### src/rtl/core/pbrle_pkg.sv
`timescale 1ns / 1ps
// ----------------------------------------------------------------------------
// Pitch decoder package
// Shared constants, the parse phase type and the base64 digit decoder.
// ----------------------------------------------------------------------------
package pbrle_pkg;

   // Default width of the decimal run counter.
   localparam int COUNT_WIDTH_DEF = 16;

   // Fixed field widths.
   localparam int CHAR_W    = 8;
   localparam int DIGIT_W   = 6;
   localparam int PITCH_W   = 12;
   localparam int REPEAT_W  = 16;
   localparam int SAMPLE_W  = 16;
   localparam int RSP_DATA_W = 32;

   // Reset value of the sample limit.
   localparam logic [SAMPLE_W-1:0] MAX_SAMPLES_RST = '1;

   // Character codes with a meaning of their own.
   localparam logic [CHAR_W-1:0] CHAR_HASH  = 8'h23;
   localparam logic [CHAR_W-1:0] CHAR_ZERO  = 8'h30;
   localparam logic [CHAR_W-1:0] CHAR_NINE  = 8'h39;
   localparam logic [CHAR_W-1:0] CHAR_UPA   = 8'h41;
   localparam logic [CHAR_W-1:0] CHAR_UPZ   = 8'h5A;
   localparam logic [CHAR_W-1:0] CHAR_LOWA  = 8'h61;
   localparam logic [CHAR_W-1:0] CHAR_LOWZ  = 8'h7A;
   localparam logic [CHAR_W-1:0] CHAR_PLUS  = 8'h2B;
   localparam logic [CHAR_W-1:0] CHAR_SLASH = 8'h2F;

   // Base64 digit offsets.
   localparam logic [DIGIT_W-1:0] DIGIT_LOW_BASE = 6'd26;
   localparam logic [DIGIT_W-1:0] DIGIT_NUM_BASE = 6'd52;
   localparam logic [DIGIT_W-1:0] DIGIT_PLUS     = 6'd62;
   localparam logic [DIGIT_W-1:0] DIGIT_SLASH    = 6'd63;

   // Parse phase of the string decoder.
   typedef enum logic [1:0] {
      PH_FIRST  = 2'd0,  // expecting the first digit of a pair
      PH_SECOND = 2'd1,  // expecting the second digit of a pair
      PH_DIGITS = 2'd2,  // reading the decimal run count
      PH_TAIL   = 2'd3   // count ended, waiting for the closing hash
   } phase_type;

   // Maps a byte through the base64 alphabet; other bytes give zero.
   function automatic logic [DIGIT_W-1:0] b64_digit(input logic [CHAR_W-1:0] c);
      logic [CHAR_W-1:0] offs;
      logic [DIGIT_W-1:0] digit;
      offs  = '0;
      digit = '0;
      unique case (c) inside
         [CHAR_UPA:CHAR_UPZ]: begin
            offs  = c - CHAR_UPA;
            digit = offs[DIGIT_W-1:0];
         end
         [CHAR_LOWA:CHAR_LOWZ]: begin
            offs  = c - CHAR_LOWA;
            digit = offs[DIGIT_W-1:0] + DIGIT_LOW_BASE;
         end
         [CHAR_ZERO:CHAR_NINE]: begin
            offs  = c - CHAR_ZERO;
            digit = offs[DIGIT_W-1:0] + DIGIT_NUM_BASE;
         end
         CHAR_PLUS:  digit = DIGIT_PLUS;
         CHAR_SLASH: digit = DIGIT_SLASH;
         default:    digit = '0;
      endcase
      return digit;
   endfunction

endpackage

### src/rtl/core/pitch_bend_base64_rle_decoder.sv
`timescale 1ns / 1ps
// A character transferred on req is held in the input register, and its result, if
// any, in the result register. Throughput: one character per cycle while the result
// slot is free or drains; the input register and the result register let a new
// character enter while a finished result waits to be taken.
// Reset (synchronous, active high) clears the parse state and both stages and sets
// max_samples to 65535.
// ----------------------------------------------------------------------------
// Base64 run-length pitch decoder
// Decodes base64 character pairs into 12-bit pitch values and #N# runs into
// repeat counts, limited to a programmable number of samples per string.
// ----------------------------------------------------------------------------
module pitch_bend_base64_rle_decoder #(
   parameter int COUNT_WIDTH = pbrle_pkg::COUNT_WIDTH_DEF
) (
   input  logic                                clock,
   input  logic                                reset,
   // Character stream.
   input  logic                                req_tvalid,
   output logic                                req_tready,
   input  logic [pbrle_pkg::CHAR_W-1:0]        req_tdata,   // [7:0] char_code
   input  logic                                req_tlast,   // last_char
   // Decoded pitch stream.
   output logic                                rsp_tvalid,
   input  logic                                rsp_tready,
   output logic [pbrle_pkg::RSP_DATA_W-1:0]    rsp_tdata,   // [11:0] pitch_value,
                                                            // [27:12] repeat_count
   output logic                                rsp_tlast,   // end_flag
   // Sample limit register.
   input  logic                                csr_valid,
   output logic                                csr_ready,
   input  logic [pbrle_pkg::SAMPLE_W-1:0]      csr_wdata    // max_samples
);

   localparam int CW      = COUNT_WIDTH;
   localparam int PROD_W  = COUNT_WIDTH + 4;
   localparam int CMP_W   = (COUNT_WIDTH > pbrle_pkg::SAMPLE_W) ? COUNT_WIDTH
                                                                : pbrle_pkg::SAMPLE_W;
   localparam int PITCH_W = pbrle_pkg::PITCH_W;
   localparam int DIGIT_W = pbrle_pkg::DIGIT_W;
   localparam int SAMPLE_W = pbrle_pkg::SAMPLE_W;
   localparam int REPEAT_W = pbrle_pkg::REPEAT_W;

   // Configuration.
   logic [SAMPLE_W-1:0]      max_samples_ff;

   // Input register.
   logic                     in_valid_ff, in_valid_in;
   logic [pbrle_pkg::CHAR_W-1:0] in_char_ff;
   logic                     in_last_ff;

   // Parse state.
   pbrle_pkg::phase_type     phase_ff, phase_in;
   logic [DIGIT_W-1:0]       high_ff, high_in;
   logic [PITCH_W-1:0]       last_value_ff, last_value_in;
   logic [CW-1:0]            run_ff, run_in;
   logic [SAMPLE_W-1:0]      samples_ff, samples_in;

   // Result register.
   logic                     rsp_valid_ff, rsp_valid_in;
   logic [PITCH_W-1:0]       rsp_pitch_ff;
   logic [REPEAT_W-1:0]      rsp_repeat_ff;
   logic                     rsp_end_ff;

   // Datapath.
   logic                     advance;
   logic                     proc;
   logic                     is_hash;
   logic                     is_decimal;
   logic [DIGIT_W-1:0]       digit;
   logic [PROD_W-1:0]        run_next;
   logic [CW-1:0]            run_sat;
   logic                     do_emit;
   logic [CW-1:0]            want;
   logic [PITCH_W-1:0]       emit_value;
   logic                     emit_end;
   logic [SAMPLE_W-1:0]      room;
   logic [CMP_W-1:0]         want_ext;
   logic [CMP_W-1:0]         room_ext;
   logic [CMP_W-1:0]         take_ext;
   logic [REPEAT_W-1:0]      take;
   logic                     produced;

   // Handshake: the input stage moves on whenever the result slot is free or drains.
   assign advance     = !rsp_valid_ff || rsp_tready;
   assign proc        = in_valid_ff && advance;
   assign req_tready  = !in_valid_ff || advance;
   assign in_valid_in = (req_tvalid && req_tready) || (in_valid_ff && !advance);
   assign csr_ready   = 1'b1;

   // Character classification and the saturating decimal step.
   assign is_hash    = (in_char_ff == pbrle_pkg::CHAR_HASH);
   assign is_decimal = (in_char_ff >= pbrle_pkg::CHAR_ZERO) &&
                       (in_char_ff <= pbrle_pkg::CHAR_NINE);
   assign digit      = pbrle_pkg::b64_digit(in_char_ff);
   assign run_next   = PROD_W'({run_ff, 3'b000}) + PROD_W'({run_ff, 2'b00})
                       - PROD_W'({run_ff, 1'b0}) + PROD_W'(in_char_ff[3:0]);
   assign run_sat    = (run_next[PROD_W-1:CW] != '0) ? '1 : run_next[CW-1:0];

   // Next parse phase.
   always_comb begin
      phase_in = phase_ff;
      if (proc) begin
         unique case (phase_ff)
            pbrle_pkg::PH_FIRST:  phase_in = is_hash ? pbrle_pkg::PH_DIGITS
                                                     : pbrle_pkg::PH_SECOND;
            pbrle_pkg::PH_SECOND: phase_in = pbrle_pkg::PH_FIRST;
            pbrle_pkg::PH_DIGITS: begin
               if (is_hash) begin
                  phase_in = pbrle_pkg::PH_FIRST;
               end else if (!is_decimal) begin
                  phase_in = pbrle_pkg::PH_TAIL;
               end
            end
            pbrle_pkg::PH_TAIL:   phase_in = is_hash ? pbrle_pkg::PH_FIRST
                                                     : pbrle_pkg::PH_TAIL;
            default:              phase_in = pbrle_pkg::PH_FIRST;
         endcase
         if (in_last_ff) begin
            phase_in = pbrle_pkg::PH_FIRST;
         end
      end
   end

   // Data state and the wanted emission for each phase.
   always_comb begin
      high_in       = high_ff;
      last_value_in = last_value_ff;
      run_in        = run_ff;
      do_emit       = 1'b0;
      want          = '0;
      emit_value    = last_value_ff;
      emit_end      = in_last_ff;
      unique case (phase_ff)
         pbrle_pkg::PH_FIRST: begin
            if (is_hash) begin
               run_in  = '0;
               do_emit = in_last_ff;
            end else begin
               high_in    = digit;
               emit_value = {digit, {DIGIT_W{1'b0}}};
               want       = CW'(1);
               do_emit    = in_last_ff;
            end
         end
         pbrle_pkg::PH_SECOND: begin
            last_value_in = {high_ff, digit};
            emit_value    = {high_ff, digit};
            want          = CW'(1);
            do_emit       = 1'b1;
         end
         default: begin
            if (is_hash) begin
               want    = run_ff;
               do_emit = 1'b1;
            end else begin
               if (phase_ff == pbrle_pkg::PH_DIGITS && is_decimal) begin
                  run_in = run_sat;
               end
               want    = run_in;
               do_emit = in_last_ff;
            end
         end
      endcase
   end

   // Clip the wanted repeat to the room left under the limit.
   assign room     = (max_samples_ff > samples_ff) ? (max_samples_ff - samples_ff) : '0;
   assign want_ext = CMP_W'(want);
   assign room_ext = CMP_W'(room);
   assign take_ext = (want_ext < room_ext) ? want_ext : room_ext;
   assign take     = take_ext[REPEAT_W-1:0];
   assign produced = proc && do_emit && (take != '0);

   always_comb begin
      samples_in = samples_ff;
      if (produced) begin
         samples_in = samples_ff + SAMPLE_W'(take);
      end
   end

   // Result slot holds until taken; a new result replaces a drained one.
   always_comb begin
      rsp_valid_in = rsp_valid_ff && !rsp_tready;
      if (produced) begin
         rsp_valid_in = 1'b1;
      end
   end

   // Control and state registers.
   always_ff @(posedge clock) begin
      if (reset) begin
         max_samples_ff <= pbrle_pkg::MAX_SAMPLES_RST;
         in_valid_ff    <= 1'b0;
         rsp_valid_ff   <= 1'b0;
         phase_ff       <= pbrle_pkg::PH_FIRST;
         high_ff        <= '0;
         last_value_ff  <= '0;
         run_ff         <= '0;
         samples_ff     <= '0;
      end else begin
         if (csr_valid && csr_ready) begin
            max_samples_ff <= csr_wdata;
         end
         in_valid_ff  <= in_valid_in;
         rsp_valid_ff <= rsp_valid_in;
         phase_ff     <= phase_in;
         if (proc) begin
            if (in_last_ff) begin
               high_ff       <= '0;
               last_value_ff <= '0;
               run_ff        <= '0;
               samples_ff    <= '0;
            end else begin
               high_ff       <= high_in;
               last_value_ff <= last_value_in;
               run_ff        <= run_in;
               samples_ff    <= samples_in;
            end
         end
      end
   end

   // Payload registers.
   always_ff @(posedge clock) begin
      if (req_tvalid && req_tready) begin
         in_char_ff <= req_tdata;
         in_last_ff <= req_tlast;
      end
      if (produced) begin
         rsp_pitch_ff  <= emit_value;
         rsp_repeat_ff <= take;
         rsp_end_ff    <= emit_end;
      end
   end

   assign rsp_tvalid = rsp_valid_ff;
   assign rsp_tdata  = {{(pbrle_pkg::RSP_DATA_W - PITCH_W - REPEAT_W){1'b0}},
                        rsp_repeat_ff, rsp_pitch_ff};
   assign rsp_tlast  = rsp_end_ff;

`ifndef NO_ASSERTIONS
   // A delivered result always carries at least one sample.
   a_repeat_nonzero: assert property (@(posedge clock) disable iff (reset)
      rsp_valid_ff |-> (rsp_repeat_ff != '0))
      else $error("result with zero repeat count");

   // A produced result occupies the result slot in the next cycle.
   a_result_loaded: assert property (@(posedge clock) disable iff (reset)
      produced |=> rsp_valid_ff)
      else $error("produced result not held in the result register");

   // The end of a string returns the parser to its start.
   a_string_end: assert property (@(posedge clock) disable iff (reset)
      (proc && in_last_ff) |=> (phase_ff == pbrle_pkg::PH_FIRST && samples_ff == '0))
      else $error("parser state not cleared after the final character");

   // A result is only produced when the slot can take it.
   a_no_overwrite: assert property (@(posedge clock) disable iff (reset)
      produced |-> (!rsp_valid_ff || rsp_tready))
      else $error("result overwrites one not yet transferred");
`endif

endmodule

### config.mk
export PLATFORM = sky130hd
export DESIGN_NAME = pitch_bend_base64_rle_decoder
export DESIGN_NICKNAME = d
export VERILOG_FILES = /design/src/rtl/core/pbrle_pkg.sv /design/src/rtl/core/pitch_bend_base64_rle_decoder.sv
export SDC_FILE = /design/constraint.sdc
export NUM_CORES = 1
export LEC_CHECK = 0
export BUFFER_PORTS_ARGS = -buffer_cell sky130_fd_sc_hd__buf_4
export CAP_MARGIN = 30
export CORE_ASPECT_RATIO = 1.75
export CORE_UTILIZATION = 25
export CTS_CLUSTER_SIZE = 12
export DETAILED_ROUTE_END_ITERATION = 8
export SETUP_SLACK_MARGIN = 0.3
export SYNTH_ARGS = -nofsm -noshare
export SYNTH_HDL_FRONTEND = slang
export SYNTH_SLANG_ARGS = --single-unit
export TNS_END_PERCENT = 1
### constraint.sdc
create_clock -name clock -period 10.6 [get_ports clock]
set_input_delay 2.65 -clock clock [delete_from_list [all_inputs] [get_ports clock]]
set_output_delay 2.65 -clock clock [all_outputs]
set_load 0.02 [all_outputs]
After elaboration in Yosys (flattened, before gate mapping)
Cells that the tools add are included.
{"block": "word_totals", "ff_bits": 108, "input_bits": 30, "out_inout_bits": 36, "wordCells": 98}
{"block": "classes", "addsub": 10, "magnitude_cmp": 8, "eq_ne": 10, "mux": 29, "reduce_logical": 28}
{"op": "two-way mux 16 bit", "n": 9}
{"op": "one-hot mux 16 bit (2 select lines)", "n": 2}
{"op": "two-way mux 12 bit", "n": 3}
{"op": "one-hot mux 6 bit (5 select lines)", "n": 1}
{"op": "== test 8 x 6 -> 1 bit, second input constant", "n": 3}
{"op": "one-hot mux 12 bit (2 select lines)", "n": 1}
{"op": "adder 19 x 18 -> 20 bit", "n": 1}
{"op": "adder 20 x 4 -> 20 bit", "n": 1}
{"op": "subtractor 20 x 17 -> 20 bit", "n": 1}
{"op": "two-way mux 6 bit", "n": 3}
{"op": "adder 16 bit", "n": 1}
{"op": "greater-or-equal comparator 8 x 7 -> 1 bit, second input constant", "n": 2}
{"op": "> comparator 16 bit", "n": 1}
{"op": "<= comparator 8 x 7 -> 1 bit, second input constant", "n": 2}
{"op": "less-than comparator 16 bit", "n": 1}
{"op": "nonzero test 16 bit", "n": 1}
{"op": "subtractor 16 bit", "n": 1}
{"op": "subtractor 6 bit, second input constant", "n": 2}
{"op": "logical AND 1 bit", "n": 10}
{"op": "two-way mux 2 bit", "n": 5}
{"op": "greater-or-equal comparator 8 x 6 -> 1 bit, second input constant", "n": 1}
{"op": "<= comparator 8 x 6 -> 1 bit, second input constant", "n": 1}
{"op": "one-hot mux 2 bit (4 select lines)", "n": 1}
{"op": "adder 6 x 5 -> 6 bit, second input constant", "n": 1}
{"op": "other kinds (16)", "n": 30}

Depth between registers and ports, before layout
Gate-level depths: netlist of run 1.
{"block": "logic_depth", "word_depth": 14, "ltp_mapped": 40, "ltp_nobuf": 38}

Least setup slack after synthesis of run 1
OpenSTA, ideal clock, no wires.
{"block": "synth_timing", "kind": "reg2reg", "start": "register in_char_ff[3] in the netlist's numbering", "end": "register samples_ff[14]", "setup_ns": 0.117, "arrival_ns": 9.113, "t_required_ns": 10.483, "path_slack_ns": 1.371, "stages_incl_launch_ff": 40, "path_buffers": 3, "synth_period_minus_slack_ns": 9.229, "cell_sequence": "edfxtp_1 > fa_1 > inv_1 > fa_1 > inv_1 > fa_1 > a211oi_1 > o211ai_2 > nand4_1 > nor3b_1 > a211o_1 > nor4_1 > clkbuf_1 > a21oi_1 > ha_1 > a2111oi_0 > o21ai_0 > o21ai_0 > [4 not listed] > o31ai_4 > clkbuf_1 > clkbuf_1 > a21oi_1 > ha_1 > fa_1 > and3_1 > a211oi_1 > o21ai_0 > a21o_1 > a21o_1 > a21o_1 > a21o_1 > a21o_1 > a221o_1 > a21oi_1 > xnor2_1 > a22o_1"}
{"block": "synth_via", "elab_chain_cells": 12}
{"element": "start: declaration", "line": "pitch_bend_base64_rle_decoder.sv:49", "text": "logic [pbrle_pkg::CHAR_W-1:0] in_char_ff;"}
{"element": "start signal: assignment", "line": "pitch_bend_base64_rle_decoder.sv:227", "text": "in_char_ff <= req_tdata;"}
{"element": "adder 20 x 4 -> 20 bit, or another cell as far along", "line": "pitch_bend_base64_rle_decoder.sv:97", "text": "- PROD_W'({run_ff, 1'b0}) + PROD_W'(in_char_ff[3:0]);"}
{"element": "nonzero test 4 bit or logical AND 1 bit (tied branches)", "line": "pitch_bend_base64_rle_decoder.sv:98, pitch_bend_base64_rle_decoder.sv:93"}
{"element": "two-way mux 16 bit or logical AND 1 bit (tied branches)", "line": "pitch_bend_base64_rle_decoder.sv:98, pitch_bend_base64_rle_decoder.sv:157"}
{"element": "two-way mux 16 bit", "line": "pitch_bend_base64_rle_decoder.sv:157", "text": "if (phase_ff == pbrle_pkg::PH_DIGITS && is_decimal) begin"}
{"element": "two-way mux 16 bit"}
{"element": "one-hot mux 16 bit (2 select lines) *", "line": "pitch_bend_base64_rle_decoder.sv:134", "text": "unique case (phase_ff)"}
{"element": "less-than comparator 16 bit", "line": "pitch_bend_base64_rle_decoder.sv:171", "text": "assign take_ext = (want_ext < room_ext) ? want_ext : room_ext;"}
{"element": "two-way mux 16 bit *", "line": "pitch_bend_base64_rle_decoder.sv:171"}
{"element": "net take[0]", "line": "pitch_bend_base64_rle_decoder.sv:81", "text": "logic [REPEAT_W-1:0] take;"}
{"element": "branches (longest 4 deep; another with adder 16 bit)"}
{"element": "end signal: assignment", "line": "pitch_bend_base64_rle_decoder.sv:218", "text": "samples_ff <= samples_in;"}
{"element": "end: declaration", "line": "pitch_bend_base64_rle_decoder.sv:57", "text": "logic [SAMPLE_W-1:0] samples_ff, samples_in;"}
Mark *: on every way through the listed nets, which the timed path passes. The select of a mux whose other input is x is not followed.
A chain may end at the register's enable or synchronous reset.

Worst setup path after layout of run 1
Same ends and word-level chain as after synthesis.

==> impl_metrics.ini, run 1 <==
[run_status]
outcome = complete, no violations

[synth]
syn_avg_cell_area_um2 = 8.82
number_of_instances_in_the_synthesized_netlist = 937
ys_seq_area_share_pct = 30.8
synth.cells.most_frequent = sky130_fd_sc_hd__ha_1 (91), sky130_fd_sc_hd__nand2_1 (78), sky130_fd_sc_hd__inv_1 (73)
synth_async_sr_flop_share_pct = 0
post_synth_fa_ha_maj_area_fraction_pct = 18.6
synth_enable_flop_cells = 38
synth_cell_types = 73
synth_area_leaders = sky130_fd_sc_hd__dfxtp_1 (17%), sky130_fd_sc_hd__edfxtp_1 (14%), sky130_fd_sc_hd__ha_1 (14%)
synthMuxAreaShare_pct = 2.09
syn_area_um2 = 8270
synthFlopType = sky130_fd_sc_hd__dfxtp_1
post_synth_and_or_nand_nor_area_fraction_pct = 15.3
synth_seq_cells = 108
synth_top_family_by_area = compound AO/OA/AOI/OAI gates
yosys.area.top_type = sky130_fd_sc_hd__dfxtp_1
synth-compound-area-share_pct = 23.0
yosys_warnings = 0
yosys.area_share.xor_xnor_pct = 4.66
post-synth-top-area-fraction_pct = 16.9
post-synth-top-count-cell = sky130_fd_sc_hd__ha_1

[placed_design]
place_inst = 1369
detailedPlacementHpwl_mm = 18.2
postPlaceCellArea_um2 = 9120
io_buffers = 60
gp_congestion = 0.904

[route]
drt-wirelength-per-cell_um = 16.6
antenna_left = 0
num_vias = 7132
route.detailed.vias_per_inst = 5.15
initial_drt_pass_iterations = 5
post_route_drc_violation_count = 0
dr.first_iter.drc_count = 377
wl_mm = 23.1

[sta]
unrepaired_setup_endpoints_after_global_routing = false
fin_worst_skew_ns = 0.0123
hold_violations = 0
worst-slew-pin-transition_ns = 1.00
highest_achievable_clock_rate_mhz = 105
setup_total_negative_slack_ns = 0
timing_max_transition_violations_final = 0
finalSetupViolCount = 0
final.min_clock_period_ns = 9.56
layout_worst_path_cycle_share_pct = 90.1
relSlewSlack_pct = 32.7

[global_routing]
grt_use_total_pct = 13.7
global_route.overflow_total = 0
grt_pass1_wl_mm = 36.9
first_global_vias = 7102
largest_net_degree_at_the_start_of_global_routing = 42
antenna_violations_before_repair = 0

[clock_network]
clock_tree.htree_level_count = 3
path_clk_slew_ns = 0.08
clkLatencyLatePin_ns = 0.37
root_buffer = sky130_fd_sc_hd__clkbuf_16
hold_buffers = 0
clock-sinks = 108
post_cts_buffers = 0
tritoncts = built
cts_inserted_buffers = 9
clock_path_buffers = 2

[cells_and_area]
design_area_um2 = 9410
instances_no_fill = 1385
num_antenna_cells = 0
final_layout_size_suffix_gt1_share_pct = 11.0
final_util_pct = 29.0
syn2layout_area_growth_pct = 13.9
num-nets-final = 1121

[setup_path]
timing.critical_path.to_type = register
worst_ep_arrival_time_ns = 9.81
critPathRequiredTime_ns = 10.86
timing.critical_path.to = samples_ff[14]
crit-reg2reg-capture = samples_ff[14]
critical_path_peak_fanout = 27
crit_slowest_cell = sky130_fd_sc_hd__or4_1
reg2reg_from = in_char_ff[3]
critPathLaunch = in_char_ff[3]
crit_path_start_kind = register
critical_path.most_common_cell = sky130_fd_sc_hd__o21ai_0
crit_type = reg -> reg
regToRegSetupSlack_ns = 1.04
r2r_cells = 37
critPathMaxStageDelay_ns = 0.68

[die]
die_w_um = 139
floorplan.initialDensity_pct = 25.5
die-area_um2 = 33800
die_height_um = 243
floorplan.core_area_um2 = 32400
floorplan.io_pins = 66
number_of_rows_created_at_floorplan = 87

[power_and_ir_drop]
power.share.clock_pct = 36.2
leakage_uw = 0.00388
power_per_cell_area_nw_per_um2 = 98.9
pwr-share-comb_pct = 15.5
peakVddDrop_uv = 67.9
seq_power_share_pct = 48.3
power_report.internal_total_uw = 659
p_sw_uw = 272
total_power_uw = 931
netSwitchingFraction_pct = 29.2

[worst_hold_path]
timing.hold.worst.class = reg -> reg

[flow_run]
cap_violations = 0
## worst max-delay path: cells and delay by family, from the launching register on
| family | cells | cell delay, ns |
|---|---|---|
| AO/OA/AOI/OAI | 23 | 5.13 |
| XOR/XNOR | 1 | 0.08 |
| adder cells (fa/ha/maj) | 5 | 2.08 |
| buffers and inverters | 3 | 0.44 |
| flip-flops | 1 | 0.55 |
| AND/OR/NAND/NOR | 5 | 1.16 |
## cell usage in the layout (no fill, tap or decap), types with 9 or more instances in the layout
master                      instances
sky130_fd_sc_hd__nand2_1           78
sky130_fd_sc_hd__buf_4             68
sky130_fd_sc_hd__edfxtp_1          38
sky130_fd_sc_hd__nand4_1           15
sky130_fd_sc_hd__ha_1              91
sky130_fd_sc_hd__a211oi_1          13
sky130_fd_sc_hd__dfxtp_1           70
sky130_fd_sc_hd__clkbuf_16          9
sky130_fd_sc_hd__mux2i_1           15
sky130_fd_sc_hd__a21oi_1           61
sky130_fd_sc_hd__nand2b_1           9
sky130_fd_sc_hd__a21o_1            23
sky130_fd_sc_hd__o21ai_0           58
sky130_fd_sc_hd__inv_1             73
sky130_fd_sc_hd__xor2_1            21
sky130_fd_sc_hd__fa_1              20
sky130_fd_sc_hd__xnor2_1           23
sky130_fd_sc_hd__nor3_1            26
sky130_fd_sc_hd__a22o_1            18
sky130_fd_sc_hd__a22oi_1           33
sky130_fd_sc_hd__o211ai_1           9
sky130_fd_sc_hd__nand3_1           12
sky130_fd_sc_hd__nor2_1            69
## area by class of cell
| class | count | area (µm²) |
|---|---|---|
| fill | 3432 | 23000 |
| multi-input combinational | 719 | 5290 |
| sequential | 108 | 2540 |
| timing repair buffer | 68 | 510 |
| tap | 400 | 500 |
| inverter | 74 | 278 |
| clock buffer | 10 | 229 |
| clock inverter | 6 | 61.3 |
## state kept, by name (all words and copies together), names as in the netlist
name            cells
max_samples_ff     16
rsp_repeat_ff      16
run_ff             16
samples_ff         16
last_value_ff      12
rsp_pitch_ff       12
in_char_ff          8
high_ff             6
phase_ff            2
emit_end            1
in_valid_ff         1
rsp_tlast           1
rsp_tvalid          1
## metrics by stage
step | worst slack (ns) | hold slack (ns)
after floorplan | 1.37 | 0.424
after global routing | 0.419 | 0.516
after global placement | 1.17 | 0.468
final | 1.04 | 0.488
after CTS | 0.954 | 0.492
after detailed placement | 1.05 | 0.473
## routing by layer
metal	track usage, %	vias to the layer above	part of all wire, %
li1	-	3484	-
met1	14.8	3434	40
met3	1.44	56	2.7
met2	25.8	158	53
met5	0	-	0
met4	7.35	0	4.3
## cells by family after synthesis
family | Yosys count
compound gates | 281
xor+xnor | 44
fa+ha+maj | 111
buf+inv | 113
flops | 108
mux | 17
other cells | 2
simple gates | 261
## power groups by stage
stage	logic [µW]	clock network [µW]	registers, µW
floorplan	95.4	0	459
finish	144	337	450
detailed placement	143	0	459
CTS	144	344	450
global placement	142	0	459
global route	158	360	451
## worst min path at each step
stage	from	endpoint	slack [ns]	depth (start not counted)
2_1_floorplan	emit_end	rsp_tlast	0.42	0
4_1_cts	max_samples_ff[14]	max_samples_ff[14]	0.49	2
3_5_place_dp	max_samples_ff[14]	max_samples_ff[14]	0.47	2
5_1_grt	max_samples_ff[14]	max_samples_ff[14]	0.52	2
6_report	max_samples_ff[4]	max_samples_ff[4]	0.49	2
3_3_place_gp	last_value_ff[5]	last_value_ff[5]	0.47	2
## what timing repair did
item | 4_1_cts | 5_1_grt
hold endpoints to repair | 0 | 0
setup endpoints to repair | 0 | 1
resized for setup | 0 | 2
Power figures use the tool's default switching activity.
==> inputs of run 2 (changes only) <==
--- a/config.mk
+++ b/config.mk
@@ -5,6 +5,7 @@
 export SDC_FILE = /design/constraint.sdc
 export NUM_CORES = 1
 export LEC_CHECK = 0
+export ABC_AREA = 1
 export BUFFER_PORTS_ARGS = -buffer_cell sky130_fd_sc_hd__buf_4
 export CAP_MARGIN = 30
 export CORE_ASPECT_RATIO = 1.75
==> impl_metrics.ini, run 2 <==
[cells_and_area]
final_util_pct = 29.0
final_layout_size_suffix_gt1_share_pct = 8.54
layout_commonest_cell = sky130_fd_sc_hd__nand2_1
design_area_um2 = 9810
num_antenna_cells = 0
syn2layout_area_growth_pct = 13.4
layout_common_cells = sky130_fd_sc_hd__nand2_1 (314), sky130_fd_sc_hd__inv_1 (168), sky130_fd_sc_hd__nand3_1 (115)
num-nets-final = 1400

[clock_network]
post_cts_buffers = 0
clock_path_buffers = 2
hold_buffers = 0
tritoncts = built
path_clk_slew_ns = 0.08
clock_tree.htree_level_count = 3
clock-sinks = 108
root_buffer = sky130_fd_sc_hd__clkbuf_16
post_cts_resized = 0
cts_inserted_buffers = 9
clkLatencyLatePin_ns = 0.37

[synth]
syn_avg_cell_area_um2 = 7.08
synth_async_sr_flop_share_pct = 0
synth.cells.most_frequent = sky130_fd_sc_hd__nand2_1 (314), sky130_fd_sc_hd__inv_1 (168), sky130_fd_sc_hd__nand3_1 (115)
post-synth-top-count-cell = sky130_fd_sc_hd__nand2_1
ys_seq_area_share_pct = 29.4
synth_seq_cells = 108
number_of_instances_in_the_synthesized_netlist = 1220
synthFlopType = sky130_fd_sc_hd__dfxtp_1
synth_cell_types = 52
yosys_warnings = 0
synth_enable_flop_cells = 38
syn_area_um2 = 8640
post-synth-top-area-fraction_pct = 16.2
synth_area_leaders = sky130_fd_sc_hd__dfxtp_1 (16%), sky130_fd_sc_hd__nand2_1 (14%), sky130_fd_sc_hd__edfxtp_1 (13%)
yosys.area.top_type = sky130_fd_sc_hd__dfxtp_1

[placed_design]
postPlaceCellArea_um2 = 9530
detailedPlacementHpwl_mm = 18.9
gp_congestion = 0.845
io_buffers = 60

[route]
met3_wirelength_um = 791
drt-wirelength-per-cell_um = 13.6
wl_mm = 23.4
highest-signal-layer = met4
initial_drt_pass_iterations = 5
wl_met2_mm = 12.9
dr.first_iter.drc_count = 295
route.detailed.vias_per_inst = 4.60
antenna_left = 0
post_route_drc_violation_count = 0
wirelength_met1_mm = 8.50
num_vias = 7907

[sta]
layout_worst_path_cycle_share_pct = 75.9
timing_max_transition_violations_final = 0
finalSetupViolCount = 0
worst_hold_slack_ns = 0.466
unrepaired_setup_endpoints_after_global_routing = false
highest_achievable_clock_rate_mhz = 124
relSlewSlack_pct = 33.8
worst-slew-pin-transition_ns = 0.991
setup_total_negative_slack_ns = 0
hold_violations = 0
final.min_clock_period_ns = 8.04
fin_worst_skew_ns = 0.0126

[global_routing]
antenna_violations_before_repair = 0
first_global_vias = 7668
largest_net_degree_at_the_start_of_global_routing = 42
grt_use_total_pct = 13.7
global_route.overflow_total = 0
grt_pass1_wl_mm = 37.5

[setup_path]
critical_path.most_common_cell = sky130_fd_sc_hd__nand2_1
crit_slowest_cell = sky130_fd_sc_hd__fa_1
cp_num_cells = 52
timing.critical_path.to_type = register
critPathMaxStageDelay_ns = 0.57
critical_path.n_buffers_inverters = 5
crit_path_start_kind = register
crit_type = reg -> reg
worst_ep_arrival_time_ns = 8.35
critical_path_peak_fanout = 17
timing.critical_path.max_delay_family = simple AND/OR/NAND/NOR gates
r2r_cells = 52
critPathRequiredTime_ns = 10.90

[power_and_ir_drop]
peakVddDrop_uv = 75.7
leakage_uw = 0.00453
total_power_uw = 978
power_per_cell_area_nw_per_um2 = 99.8

[flow_run]
cap_violations = 0

[die]
floorplan.core_area_um2 = 33900
floorplan.io_pins = 66
die_height_um = 248
die-area_um2 = 35400
die_w_um = 143
floorplan.initialDensity_pct = 25.5
number_of_rows_created_at_floorplan = 89

[worst_hold_path]
timing.hold.worst.class = reg -> reg
worst_hold_path.num_cells = 2

[run_status]
outcome = complete, no violations
==> run 2: area by class of cell <==
type	count	area (µm²)
clock inverter	7	48.8
inverter	173	649
timing repair buffer	66	508
fill	3721	24000
sequential	108	2540
tap	455	569
multi-input combinational	901	5260
clock buffer	9	225
==> run 2: path summary, 6_finish.rpt <==
path / startpoint / end / slack [ns]
max: in_char_ff[3] / samples_ff[14] / 2.56
min: last_value_ff[8] / last_value_ff[8] / 0.47
max reg2reg: in_char_ff[3] / samples_ff[14] / 2.56
min reg2reg: last_value_ff[8] / last_value_ff[8] / 0.47
==> run 2: per-layer routing <==
layer / vias up / GRT usage [%]
met4: 0 / 8.67
met1: 3634 / 13.1
met3: 64 / 1.97
met5: - / 0
li1: 4041 / -
met2: 168 / 27.1
==> run 2: tightest hold or removal path: cells and delay by family (launching register included) <==
kind               cells  cell delay (ns)
AOI/OAI and AO/OA      1             0.05
and+or+nand+nor        1             0.06
DFF                    1             0.31
==> run 2: power by group <==
group | switching, µW | internal (µW)
sequential | 13.7 | 443
clock | 162 | 161
combinational | 127 | 71.2
total | 303 | 675
==> run 2: cell families after synthesis <==
logic type                 Yosys count  share of synthesized area (%)
buffers and inverters              214                           9.86
other                                2                         0.0869
DFF                                108                           29.4
and+or+nand+nor                    569                           27.8
AOI/OAI and AO/OA                  188                           12.2
xor gates and xnor gates            28                           2.84
adders and majority gates          111                           17.8
==> run 2: per-stage QoR <==
step                std cells  worst slack [ns]
finish                   1719              2.56
detailed placement       1703              2.56
floorplan                1223              3.48
global placement         1701              2.72
global route             1719              1.65
CTS                      1719              2.55
